## src/rtl/tsa_pkg.sv

```systemverilog
package tsa_pkg;

  localparam int SAMPLE_W   = 12;
  localparam int OFFSET_W   = 18;
  localparam int SLOPE_W    = 20;
  localparam int PROD_W     = SAMPLE_W + SLOPE_W;
  localparam int PROD_SHIFT = 11;
  localparam int TEMP_W     = 20;
  localparam int CONV_W     = 23;
  localparam int WSUM_W     = 27;
  localparam int TSUM_W     = 56;
  localparam int TCNT_W     = 32;
  localparam int QUO_W      = 20;
  localparam int CFG_IDX_W  = 2;
  localparam int CFG_DATA_W = 20;

  localparam logic [OFFSET_W-1:0] OFFSET_RESET = 18'd111930;
  localparam logic [SLOPE_W-1:0]  SLOPE_RESET  = 20'd245439;

  // Most negative temperature code; results below it saturate here.
  localparam logic [TEMP_W-1:0] TEMP_MIN = {1'b1, {(TEMP_W-1){1'b0}}};

  typedef enum logic [CFG_IDX_W-1:0] {
    CFG_OFFSET = 2'd0,
    CFG_SLOPE  = 2'd1
  } cfg_reg_t;

  typedef enum logic [3:0] {
    S_IDLE,
    S_MUL,
    S_CONV,
    S_ACC,
    S_WSTART,
    S_WWAIT,
    S_TSTART,
    S_TWAIT,
    S_FIN
  } state_t;

  typedef struct packed {
    logic load_in;
    logic mul;
    logic conv;
    logic acc;
    logic div_start;
    logic div_sel_total;
    logic cap_win;
    logic load_out;
  } cmd_t;

  typedef struct packed {
    logic div_done;
    logic out_free;
  } status_t;

endpackage

```

## src/rtl/tsa_ram.sv

```systemverilog
module tsa_ram #(
  parameter int WIDTH = 20,
  parameter int DEPTH = 10
) (
  input  logic                                  clk,
  input  logic                                  we,
  input  logic [(DEPTH > 1 ? $clog2(DEPTH) : 1)-1:0] waddr,
  input  logic [WIDTH-1:0]                      wdata,
  input  logic                                  re,
  input  logic [(DEPTH > 1 ? $clog2(DEPTH) : 1)-1:0] raddr,
  output logic [WIDTH-1:0]                      rdata
);

  logic [WIDTH-1:0] mem [DEPTH];

  always_ff @(posedge clk) begin
    if (we) begin
      mem[waddr] <= wdata;
    end
    if (re) begin
      rdata <= mem[raddr];
    end
  end

endmodule

```

## src/rtl/tsa_div.sv

```systemverilog
module tsa_div (
  input  logic                             clk,
  input  logic                             rst,
  input  logic                             start,
  input  logic [tsa_pkg::TSUM_W-1:0]       dividend,
  input  logic [tsa_pkg::TCNT_W-1:0]       divisor,
  output logic                             done,
  output logic [tsa_pkg::QUO_W-1:0]        quotient
);

  localparam int CNT_W = $clog2(tsa_pkg::QUO_W);
  localparam logic [CNT_W-1:0] LAST_STEP = CNT_W'(tsa_pkg::QUO_W - 1);

  logic                          busy;
  logic [CNT_W-1:0]              cnt;
  logic                          neg;
  logic [tsa_pkg::TCNT_W-1:0]    dsr;
  logic [tsa_pkg::TCNT_W-1:0]    rem;
  logic [tsa_pkg::QUO_W-1:0]     qsh;
  logic [tsa_pkg::TSUM_W-1:0]    mag;
  logic [tsa_pkg::TCNT_W:0]      rem_sh;
  logic                          ge;
  logic [tsa_pkg::TCNT_W:0]      rem_diff;

  // Magnitude fits below divisor * 2**QUO_W, so the top bits start the remainder.
  assign mag      = dividend[tsa_pkg::TSUM_W-1] ? (~dividend + 1'b1) : dividend;
  assign rem_sh   = {rem, qsh[tsa_pkg::QUO_W-1]};
  assign ge       = rem_sh >= {1'b0, dsr};
  assign rem_diff = rem_sh - {1'b0, dsr};

  always_ff @(posedge clk) begin
    if (rst) begin
      busy <= 1'b0;
      done <= 1'b0;
      cnt  <= '0;
    end else begin
      done <= 1'b0;
      if (start) begin
        busy <= 1'b1;
        cnt  <= '0;
      end else if (busy) begin
        cnt <= cnt + 1'b1;
        if (cnt == LAST_STEP) begin
          busy <= 1'b0;
          done <= 1'b1;
        end
      end
    end
  end

  always_ff @(posedge clk) begin
    if (start) begin
      neg <= dividend[tsa_pkg::TSUM_W-1];
      dsr <= divisor;
      rem <= mag[tsa_pkg::QUO_W +: tsa_pkg::TCNT_W];
      qsh <= mag[tsa_pkg::QUO_W-1:0];
    end else if (busy) begin
      rem <= ge ? rem_diff[tsa_pkg::TCNT_W-1:0] : rem_sh[tsa_pkg::TCNT_W-1:0];
      qsh <= {qsh[tsa_pkg::QUO_W-2:0], ge};
    end
  end

  assign quotient = neg ? (~qsh + 1'b1) : qsh;

  a_done_after_busy: assert property (@(posedge clk) disable iff (rst)
    done |-> $past(busy))
    else $error("divider done without a running division");

  a_no_start_while_busy: assert property (@(posedge clk) disable iff (rst)
    busy |-> !start)
    else $error("divider restarted while busy");

  a_rem_below_divisor: assert property (@(posedge clk) disable iff (rst)
    done |-> rem < dsr)
    else $error("divider remainder not below divisor");

endmodule

```

## src/rtl/tsa_ctrl.sv

```systemverilog
module tsa_ctrl (
  input  logic             clk,
  input  logic             rst,
  input  logic             in_valid,
  output logic             in_ready,
  input  tsa_pkg::status_t status,
  output tsa_pkg::cmd_t    cmd
);

  tsa_pkg::state_t state;
  tsa_pkg::state_t state_next;

  always_ff @(posedge clk) begin
    if (rst) begin
      state <= tsa_pkg::S_IDLE;
    end else begin
      state <= state_next;
    end
  end

  always_comb begin
    state_next = state;
    cmd        = '0;
    in_ready   = 1'b0;
    unique case (state)
      tsa_pkg::S_IDLE: begin
        in_ready = 1'b1;
        if (in_valid) begin
          cmd.load_in = 1'b1;
          state_next  = tsa_pkg::S_MUL;
        end
      end
      tsa_pkg::S_MUL: begin
        cmd.mul    = 1'b1;
        state_next = tsa_pkg::S_CONV;
      end
      tsa_pkg::S_CONV: begin
        cmd.conv   = 1'b1;
        state_next = tsa_pkg::S_ACC;
      end
      tsa_pkg::S_ACC: begin
        cmd.acc    = 1'b1;
        state_next = tsa_pkg::S_WSTART;
      end
      tsa_pkg::S_WSTART: begin
        cmd.div_start = 1'b1;
        state_next    = tsa_pkg::S_WWAIT;
      end
      tsa_pkg::S_WWAIT: begin
        if (status.div_done) begin
          cmd.cap_win = 1'b1;
          state_next  = tsa_pkg::S_TSTART;
        end
      end
      tsa_pkg::S_TSTART: begin
        cmd.div_start     = 1'b1;
        cmd.div_sel_total = 1'b1;
        state_next        = tsa_pkg::S_TWAIT;
      end
      tsa_pkg::S_TWAIT: begin
        if (status.div_done) begin
          state_next = tsa_pkg::S_FIN;
        end
      end
      tsa_pkg::S_FIN: begin
        if (status.out_free) begin
          cmd.load_out = 1'b1;
          state_next   = tsa_pkg::S_IDLE;
        end
      end
      default: begin
        state_next = tsa_pkg::S_IDLE;
      end
    endcase
  end

endmodule

```

## src/rtl/tsa_dp.sv

```systemverilog
module tsa_dp #(
  parameter int WINDOW = 10
) (
  input  logic                               clk,
  input  logic                               rst,
  input  tsa_pkg::cmd_t                      cmd,
  output tsa_pkg::status_t                   status,
  input  logic                               cfg_valid,
  input  logic [tsa_pkg::CFG_IDX_W-1:0]      cfg_index,
  input  logic [tsa_pkg::CFG_DATA_W-1:0]     cfg_data,
  input  logic [tsa_pkg::SAMPLE_W-1:0]       adc_sample,
  output logic                               out_valid,
  input  logic                               out_ready,
  output logic signed [tsa_pkg::TEMP_W-1:0]  temperature,
  output logic signed [tsa_pkg::TEMP_W-1:0]  window_average,
  output logic signed [tsa_pkg::TEMP_W-1:0]  overall_average
);

  localparam int PTR_W  = (WINDOW > 1) ? $clog2(WINDOW) : 1;
  localparam int FILL_W = $clog2(WINDOW + 1);
  localparam logic [PTR_W-1:0]  PTR_LAST = PTR_W'(WINDOW - 1);
  localparam logic [FILL_W-1:0] FILL_MAX = FILL_W'(WINDOW);
  localparam int TW = tsa_pkg::TEMP_W;
  localparam int WSUM_W_L = tsa_pkg::WSUM_W;
  localparam logic signed [tsa_pkg::CONV_W-1:0] CONV_MIN =
    {{(tsa_pkg::CONV_W-TW){1'b1}}, tsa_pkg::TEMP_MIN};

  logic [tsa_pkg::OFFSET_W-1:0] temp_offset;
  logic [tsa_pkg::SLOPE_W-1:0]  temp_slope;
  logic [tsa_pkg::SAMPLE_W-1:0] sample;
  logic [tsa_pkg::PROD_W-1:0]   product;
  logic [TW-1:0]                old_entry;
  logic [TW-1:0]                temp;
  logic [WSUM_W_L-1:0]          window_sum;
  logic [PTR_W-1:0]             write_pointer;
  logic [FILL_W-1:0]            fill_count;
  logic [tsa_pkg::TSUM_W-1:0]   total_sum;
  logic [tsa_pkg::TCNT_W-1:0]   total_count;
  logic [TW-1:0]                win_avg;

  logic [TW-1:0]                     ram_rdata;
  logic signed [tsa_pkg::CONV_W-1:0] conv_diff;
  logic [TW-1:0]                     temp_next;
  logic                              ring_full;
  logic [tsa_pkg::TSUM_W-1:0]        div_dividend;
  logic [tsa_pkg::TCNT_W-1:0]        div_divisor;
  logic                              div_done;
  logic [tsa_pkg::QUO_W-1:0]         div_quotient;

  // Configuration registers; indexes past the list are dropped.
  always_ff @(posedge clk) begin
    if (rst) begin
      temp_offset <= tsa_pkg::OFFSET_RESET;
      temp_slope  <= tsa_pkg::SLOPE_RESET;
    end else if (cfg_valid) begin
      unique case (cfg_index)
        tsa_pkg::CFG_OFFSET: temp_offset <= cfg_data[tsa_pkg::OFFSET_W-1:0];
        tsa_pkg::CFG_SLOPE:  temp_slope  <= cfg_data[tsa_pkg::SLOPE_W-1:0];
        default: ;
      endcase
    end
  end

  // Slots at and past the fill count were never written: they read as zero.
  assign ring_full = fill_count == FILL_MAX;
  assign conv_diff = $signed({5'b0, temp_offset})
                   - $signed({2'b0, product[tsa_pkg::PROD_W-1:tsa_pkg::PROD_SHIFT]});
  assign temp_next = (conv_diff < CONV_MIN) ? tsa_pkg::TEMP_MIN : conv_diff[TW-1:0];

  always_ff @(posedge clk) begin
    if (cmd.load_in) begin
      sample <= adc_sample;
    end
    if (cmd.mul) begin
      product   <= tsa_pkg::PROD_W'(sample) * tsa_pkg::PROD_W'(temp_slope);
      old_entry <= ring_full ? ram_rdata : '0;
    end
    if (cmd.conv) begin
      temp <= temp_next;
    end
    if (cmd.cap_win) begin
      win_avg <= div_quotient;
    end
  end

  always_ff @(posedge clk) begin
    if (rst) begin
      window_sum    <= '0;
      write_pointer <= '0;
      fill_count    <= '0;
      total_sum     <= '0;
      total_count   <= '0;
    end else if (cmd.acc) begin
      window_sum <= window_sum
                  - {{(WSUM_W_L-TW){old_entry[TW-1]}}, old_entry}
                  + {{(WSUM_W_L-TW){temp[TW-1]}}, temp};
      write_pointer <= (write_pointer == PTR_LAST) ? '0 : write_pointer + 1'b1;
      if (!ring_full) begin
        fill_count <= fill_count + 1'b1;
      end
      if (total_count != '1) begin
        total_sum   <= total_sum + {{(tsa_pkg::TSUM_W-TW){temp[TW-1]}}, temp};
        total_count <= total_count + 1'b1;
      end
    end
  end

  tsa_ram #(
    .WIDTH (TW),
    .DEPTH (WINDOW)
  ) u_ring (
    .clk   (clk),
    .we    (cmd.acc),
    .waddr (write_pointer),
    .wdata (temp),
    .re    (cmd.load_in),
    .raddr (write_pointer),
    .rdata (ram_rdata)
  );

  assign div_dividend = cmd.div_sel_total ? total_sum
                      : {{(tsa_pkg::TSUM_W-WSUM_W_L){window_sum[WSUM_W_L-1]}}, window_sum};
  assign div_divisor  = cmd.div_sel_total ? total_count
                      : tsa_pkg::TCNT_W'(fill_count);

  tsa_div u_div (
    .clk      (clk),
    .rst      (rst),
    .start    (cmd.div_start),
    .dividend (div_dividend),
    .divisor  (div_divisor),
    .done     (div_done),
    .quotient (div_quotient)
  );

  always_ff @(posedge clk) begin
    if (rst) begin
      out_valid <= 1'b0;
    end else if (cmd.load_out) begin
      out_valid <= 1'b1;
    end else if (out_ready) begin
      out_valid <= 1'b0;
    end
  end

  always_ff @(posedge clk) begin
    if (cmd.load_out) begin
      temperature     <= temp;
      window_average  <= win_avg;
      overall_average <= div_quotient;
    end
  end

  assign status.div_done = div_done;
  assign status.out_free = !out_valid || out_ready;

  a_fill_bounded: assert property (@(posedge clk) disable iff (rst)
    fill_count <= FILL_MAX)
    else $error("fill count past window size");

  a_ptr_tracks_fill: assert property (@(posedge clk) disable iff (rst)
    !ring_full |-> write_pointer == PTR_W'(fill_count))
    else $error("write pointer out of step with fill count");

  a_ptr_bounded: assert property (@(posedge clk) disable iff (rst)
    write_pointer <= PTR_LAST)
    else $error("write pointer past last slot");

endmodule

```

## src/rtl/temperature_sample_averager.sv

```systemverilog
// Channel   Handshake                Payload
// in        in_valid / in_ready      adc_sample[11:0]
// out       out_valid / out_ready    temperature, window_average, overall_average [19:0]
// cfg       cfg_valid / cfg_ready    cfg_index[1:0] (0 offset, 1 slope), cfg_data[19:0]
//
// Flow: a new input transaction is accepted only in the idle state, after the
//   last one has been handed to the output register; the shared 20-step restoring
//   divider, run once for each average, takes up most of each transaction.
// Reset: rst is synchronous; it clears the ring fill count, the sums and the
//   control state, and loads the default offset and slope.
// Stalls: a finished result waits in the output register while the next
//   transaction is accepted; the new result holds in the final state until
//   the output register frees up.
module temperature_sample_averager #(
  parameter int WINDOW = 10
) (
  input  logic                              clk,
  input  logic                              rst,
  input  logic                              in_valid,
  output logic                              in_ready,
  input  logic [tsa_pkg::SAMPLE_W-1:0]      adc_sample,
  output logic                              out_valid,
  input  logic                              out_ready,
  output logic signed [tsa_pkg::TEMP_W-1:0] temperature,
  output logic signed [tsa_pkg::TEMP_W-1:0] window_average,
  output logic signed [tsa_pkg::TEMP_W-1:0] overall_average,
  input  logic                              cfg_valid,
  output logic                              cfg_ready,
  input  logic [tsa_pkg::CFG_IDX_W-1:0]     cfg_index,
  input  logic [tsa_pkg::CFG_DATA_W-1:0]    cfg_data
);

  tsa_pkg::cmd_t    cmd;
  tsa_pkg::status_t status;

  // Register writes go straight into the configuration registers, so the port never stalls.
  assign cfg_ready = 1'b1;

  // Controller: sequence load, multiply, convert, accumulate, two divides,
  // then hand the transaction to the output register.
  tsa_ctrl u_ctrl (
    .clk      (clk),
    .rst      (rst),
    .in_valid (in_valid),
    .in_ready (in_ready),
    .status   (status),
    .cmd      (cmd)
  );

  // Datapath: conversion, ring memory, window and total sums, divider,
  // output register.
  tsa_dp #(
    .WINDOW (WINDOW)
  ) u_dp (
    .clk             (clk),
    .rst             (rst),
    .cmd             (cmd),
    .status          (status),
    .cfg_valid       (cfg_valid),
    .cfg_index       (cfg_index),
    .cfg_data        (cfg_data),
    .adc_sample      (adc_sample),
    .out_valid       (out_valid),
    .out_ready       (out_ready),
    .temperature     (temperature),
    .window_average  (window_average),
    .overall_average (overall_average)
  );

endmodule

```

## config.mk

```make
export PLATFORM = sky130hd
export DESIGN_NAME = temperature_sample_averager
export DESIGN_NICKNAME = d
export VERILOG_FILES = /design/src/rtl/tsa_pkg.sv /design/src/rtl/tsa_ram.sv /design/src/rtl/tsa_div.sv /design/src/rtl/tsa_ctrl.sv /design/src/rtl/tsa_dp.sv /design/src/rtl/temperature_sample_averager.sv
export SDC_FILE = /design/constraint.sdc
export NUM_CORES = 2
export LEC_CHECK = 0
export BUFFER_PORTS_ARGS = -buffer_cell sky130_fd_sc_hd__buf_2
export CORE_ASPECT_RATIO = 2
export CORE_MARGIN = 3
export CORE_UTILIZATION = 55
export DETAILED_ROUTE_END_ITERATION = 6
export MAX_ROUTING_LAYER = met4
export PLACE_DENSITY = 0.86
export REMOVE_ABC_BUFFERS = 1
export SYNTH_ARGS = -nofsm -noshare
export SYNTH_HDL_FRONTEND = slang
export SYNTH_SLANG_ARGS = --single-unit
```

## constraint.sdc

```tcl
create_clock -name clk -period 5.69 [get_ports clk]
set_input_delay 0.2845 -clock clk [delete_from_list [all_inputs] [get_ports clk]]
set_output_delay 0.2845 -clock clk [all_outputs]
set_load 0.01 [all_outputs]
```

==> reports/summary.md <==
The run finished, with violations left. The final reports fail on setup timing. TritonCTS built the clock tree. The H-tree generated during clock tree synthesis spans 2 levels. The ratio of cells with drive above 1 in the final layout is 11.3%, and the maximum vdd ir drop is 1.11 mV. The overall routing resource usage is 31.4%, and the relative slew slack is 18.7%.

Number of instances in the placed design: 4983. In the routed layout, each cell is associated on average with a via count of 6.11. Counting the fill cells in the layout gives 5582. The worst-case clock skew was 52.7 ps. Counting I/O delays and the setup requirement, the final critical path takes 5750 ps. At the worst endpoint, the required time is 6090 ps. Counting every sink on the clock net gives 631. In this run the mean area of a mapped cell was 10.1 um2. The final worst setup slack was -60.3 ps. For the pin with the worst max-slew slack, the measured transition is 1220 ps. Setup violations remaining at the end of the flow were counted as 3. The number of different library cells used by synthesis comes to 86.

For this run, asynchronously set or reset flops after synthesis account for 0%. The compound-gate portion of the synthesized area works out to 12.0%. In the detailed route, the total length drawn on met3 is 7170 um. The logs give 0 for the antenna violation net count after detailed routing and 6150 ps for the data arrival time of the critical path. The first global-routing pass estimated 180000 um of wire. For this design the static power due to leakage is 18.8 nW. The routed design uses 62200 um of met2 wire. Max-cap violations in this run came to 0. The final number of hold-violating endpoints is 0. Of the total synthesized cell area, the portion taken by XOR and XNOR cells is 4.66%. The pin count of the biggest net entering global routing was 150.

For this run, the share of the core covered by cells in the final layout is 62.1%. The tools report the row count as 140. The proportion of synthesized chip area in sequential cells was 42.6%. In the routed design, unresolved DRC markers number 0.

The run gives 4623 as the number of nets at the end of the flow. Most frequent cell on the critical path: sky130_fd_sc_hd__fa_1. After the flow finishes, the layout carries non-filler instances totaling 5148. Cell with the biggest individual delay on the critical path: sky130_fd_sc_hd__fa_1. The core region is 0.0729 mm2.

The die is 389 um tall. The congestion estimate from routability-driven global placement came to 1.03. The Yosys step of the flow raised 0 warnings. The first detailed-routing pass took 7 iterations. The number of enable flip-flop cells after synthesis is 458, and the DRC marker count from the first detailed-route iteration is 2523.

By area, the combinational part of the netlist is dominated by adder cells. The setup path with the least slack is of type flop to flop. Walking the worst path, the cells encountered are buf_6, buf_6, buf_4, nand2_1, fa_1, fa_1, inv_1, fa_1, fa_1, inv_1, fa_1, inv_1, ha_2, nand4_1, o21ai_1, a21oi_1, o31a_1, o211ai_1, a21oi_2, o31ai_2, a21oi_2, o21bai_1, xnor2_1.

The post-synthesis share of cell area spent on full adders, half adders and majority gates was 16.6%; the die area was 0.0770 mm2. For the initial antenna violation count, the log shows 6. Source of the worst hold timing path: cfg_index[1]. The flip-flop and latch count after synthesis is 631. The worst hold path belongs to the class input port to flop. The run gives 3 as the number of buffers on the longest clock path.

The tools report the routed length on met1 as 35900 um. The startpoint identified for the worst register-to-register timing path is u_dp.sample[5]. In the synthesized netlist, the number of instances is 4021. The area growth from synthesis to final layout came out at 11.9%. Setup repair after global routing could not meet its margin everywhere. The tools report the root cell of the clock tree as sky130_fd_sc_hd__clkbuf_16. After detailed routing, the average wire length per cell comes to 22.8 um.

The highest cell delay on the worst timing path was 540 ps; the wire length after detailed routing was 118000 um. The total power divided by cell area is 626 mW/mm2. The worst setup path is captured at a flop. Uppermost layer routed: met4. The run gives 0 as the number of slew-limit violations in the final report. The netlist area before placement is 0.0404 mm2, and the highest clock frequency the design can meet is 174 MHz.

The tools report the via count of the first global-routing pass as 32.7k. The number of clock buffers inserted by TritonCTS was 54; the simple-gate share of the synthesized area was 15.3%. After clock tree synthesis, the clock-pin slew on the worst setup and hold paths is 70 ps. Of all nets on the critical path, the largest fanout is 5. Flip-flop cell with the highest count after synthesis: sky130_fd_sc_hd__edfxtp_1.

The HPWL after detailed placement is 86500 um. The run gives 31.5k as the total vias in the final route. Measured along the x axis, the die boundary spans 198 um.

The most critical setup path has its startpoint at u_dp.sample[5]. The leftover overflow at the end of global routing is 0, and the final critical-path share of the clock period is 101%. In this run the tool buffered the top-level ports with 100 buffer cells. The worst setup path is launched from a flop. At the later pin of the worst-skew pair, clock insertion delay measures 650 ps. Pin placement for this block handled 102 I/O pins.

The multiplexer area fraction after synthesis was 3.15%; the initial cell density of the core was 55.5%.
critical path, delay by kind of cell, from the launching register on:
kind | cells | cell delay (ps)
xor gates and xnor gates | 1 | 90
adders and majority gates | 6 | 2800
buffers and inverters | 6 | 550
DFF | 1 | 420
and+or+nand+nor | 2 | 230
AOI/OAI and AO/OA | 8 | 1420
through the flow:
| stage | instance area (um2) | TNS [ps] | hold WS, ps | power [mW] | worst slack, ps |
|---|---|---|---|---|---|
| after CTS | 44900 | 0 | 87.4 | 26.8 | 4.78 |
| after detailed placement | 42400 | -1710 | 405 | 21.8 | -351 |
| after global routing | 45200 | -1870 | 146 | 30.2 | -323 |
| final | 45200 | -137 | 105 | 28.3 | -60.3 |
| after floorplan | 39700 | -80.3 | 354 | 16.2 | -47.7 |
| after global placement | 42400 | -1210 | 401 | 21.2 | -291 |
worst paths after layout:
kind / to / slack (ps) / cells past startpoint
max: u_dp.product[31] / -60 / 23
min: u_dp.temp_offset[11] / 110 / 4
max reg2reg: u_dp.product[31] / -60 / 23
min reg2reg: u_dp.window_average[10] / 420 / 0
report_power, final:
part,switching (mW),internal (mW)
Combinational,9.83,8.02
Clock,1.85,2.24
Sequential,0.396,5.96
flip-flops by register name (all words and copies together), names as in the netlist, 21 cells and up:
| name | cells |
|---|---|
| u_dp.u_ring.mem | 200 |
| u_dp.total_sum | 56 |
| u_dp.total_count | 32 |
| u_dp.u_div.dsr | 32 |
| u_dp.u_div.rem | 32 |
| u_dp.window_sum | 27 |
| u_dp.product | 21 |
cell type report:
class	instances	area, um2	share of cell area [%]
Sequential cell	631	17200	38.1
Timing Repair Buffer	278	2030	4.48
Clock buffer	59	1400	3.10
Clock inverter	43	587	1.30
Tap cell	923	1150	2.55
Antenna cell	7	17.5	0.0387
Inverter	419	1570	3.48
Multi-Input combinational cell	2788	21200	47.0
cell usage after synthesis (12+ instances only):
cell type	n	area (um2)
sky130_fd_sc_hd__mux4_2	40	901
sky130_fd_sc_hd__nor2b_1	45	282
sky130_fd_sc_hd__xor2_1	100	876
sky130_fd_sc_hd__o31ai_1	22	165
sky130_fd_sc_hd__a31oi_1	27	169
sky130_fd_sc_hd__nand4_1	37	231
sky130_fd_sc_hd__nand3_1	90	450
sky130_fd_sc_hd__inv_1	418	1570
sky130_fd_sc_hd__o21a_1	37	278
sky130_fd_sc_hd__a21o_1	87	653
sky130_fd_sc_hd__a21oi_1	292	1460
sky130_fd_sc_hd__o211ai_1	12	90.1
sky130_fd_sc_hd__o21bai_1	12	90.1
sky130_fd_sc_hd__buf_1	22	82.6
sky130_fd_sc_hd__buf_2	13	65.1
sky130_fd_sc_hd__nand2_1	523	1960
sky130_fd_sc_hd__nor4_1	18	113
sky130_fd_sc_hd__fa_1	208	4160
sky130_fd_sc_hd__dfxtp_1	173	3460
sky130_fd_sc_hd__mux2i_1	34	340
sky130_fd_sc_hd__a211oi_1	46	345
sky130_fd_sc_hd__nand2b_1	35	219
sky130_fd_sc_hd__xnor2_1	115	1010
sky130_fd_sc_hd__nor3_1	86	430
sky130_fd_sc_hd__clkbuf_1	143	537
sky130_fd_sc_hd__o21ai_0	139	696
sky130_fd_sc_hd__nor2_1	224	841
sky130_fd_sc_hd__and2_1	127	795
sky130_fd_sc_hd__o22ai_1	19	119
sky130_fd_sc_hd__ha_1	204	2550
sky130_fd_sc_hd__edfxtp_1	458	13800
sky130_fd_sc_hd__and3_1	31	194
sky130_fd_sc_hd__or3_1	40	250
cells in the final DEF (no fill, tap or decap), types with 40 or more instances in the layout:
cell	Yosys	routed
sky130_fd_sc_hd__ha_1	204	194
sky130_fd_sc_hd__buf_4	4	127
sky130_fd_sc_hd__edfxtp_1	458	458
sky130_fd_sc_hd__o21ai_0	139	138
sky130_fd_sc_hd__mux4_2	40	40
sky130_fd_sc_hd__a21oi_1	292	286
sky130_fd_sc_hd__nand3_1	90	89
sky130_fd_sc_hd__fa_1	208	203
sky130_fd_sc_hd__nor3_1	86	81
sky130_fd_sc_hd__clkbuf_16	0	56
sky130_fd_sc_hd__nor2b_1	45	45
sky130_fd_sc_hd__a211oi_1	46	45
sky130_fd_sc_hd__and2_1	127	125
sky130_fd_sc_hd__buf_2	13	101
sky130_fd_sc_hd__xor2_1	100	100
sky130_fd_sc_hd__inv_1	418	414
sky130_fd_sc_hd__nor2_1	224	218
sky130_fd_sc_hd__dfxtp_1	173	164
sky130_fd_sc_hd__a21o_1	87	87
sky130_fd_sc_hd__xnor2_1	115	115
sky130_fd_sc_hd__nand2_1	523	519
sky130_fd_sc_hd__or3_1	40	40
kinds of logic (layout without fill, tap and decap cells):
logic type	Yosys count	in the layout
adders and majority gates	412	412
buffers and inverters	602	799
AOI/OAI and AO/OA	777	777
other	1	8
muxes	77	77
and+or+nand+nor	1306	1306
xor gates and xnor gates	215	215
DFF	631	631
metal layers:
layer / vias up / track usage (%)
met2: 1421 / 56.1
met4: 0 / 26.2
met5: - / -
met1: 15200 / 28.6
li1: 14200 / -
met3: 641 / 5.07
timing repair:
| item | 4_1_cts | 5_1_grt |
|---|---|---|
| hold endpoints to repair | 38 | 0 |
| hold buffers | 32 | 0 |
| gates resized for setup | 30 | 39 |
| pin swaps | 14 | 34 |
| setup buffers | 6 | 16 |
| cloned | 0 | 3 |
| endpoints found under the setup margin | 11 | 11 |
No activity file was read; power rests on OpenSTA's default activity.
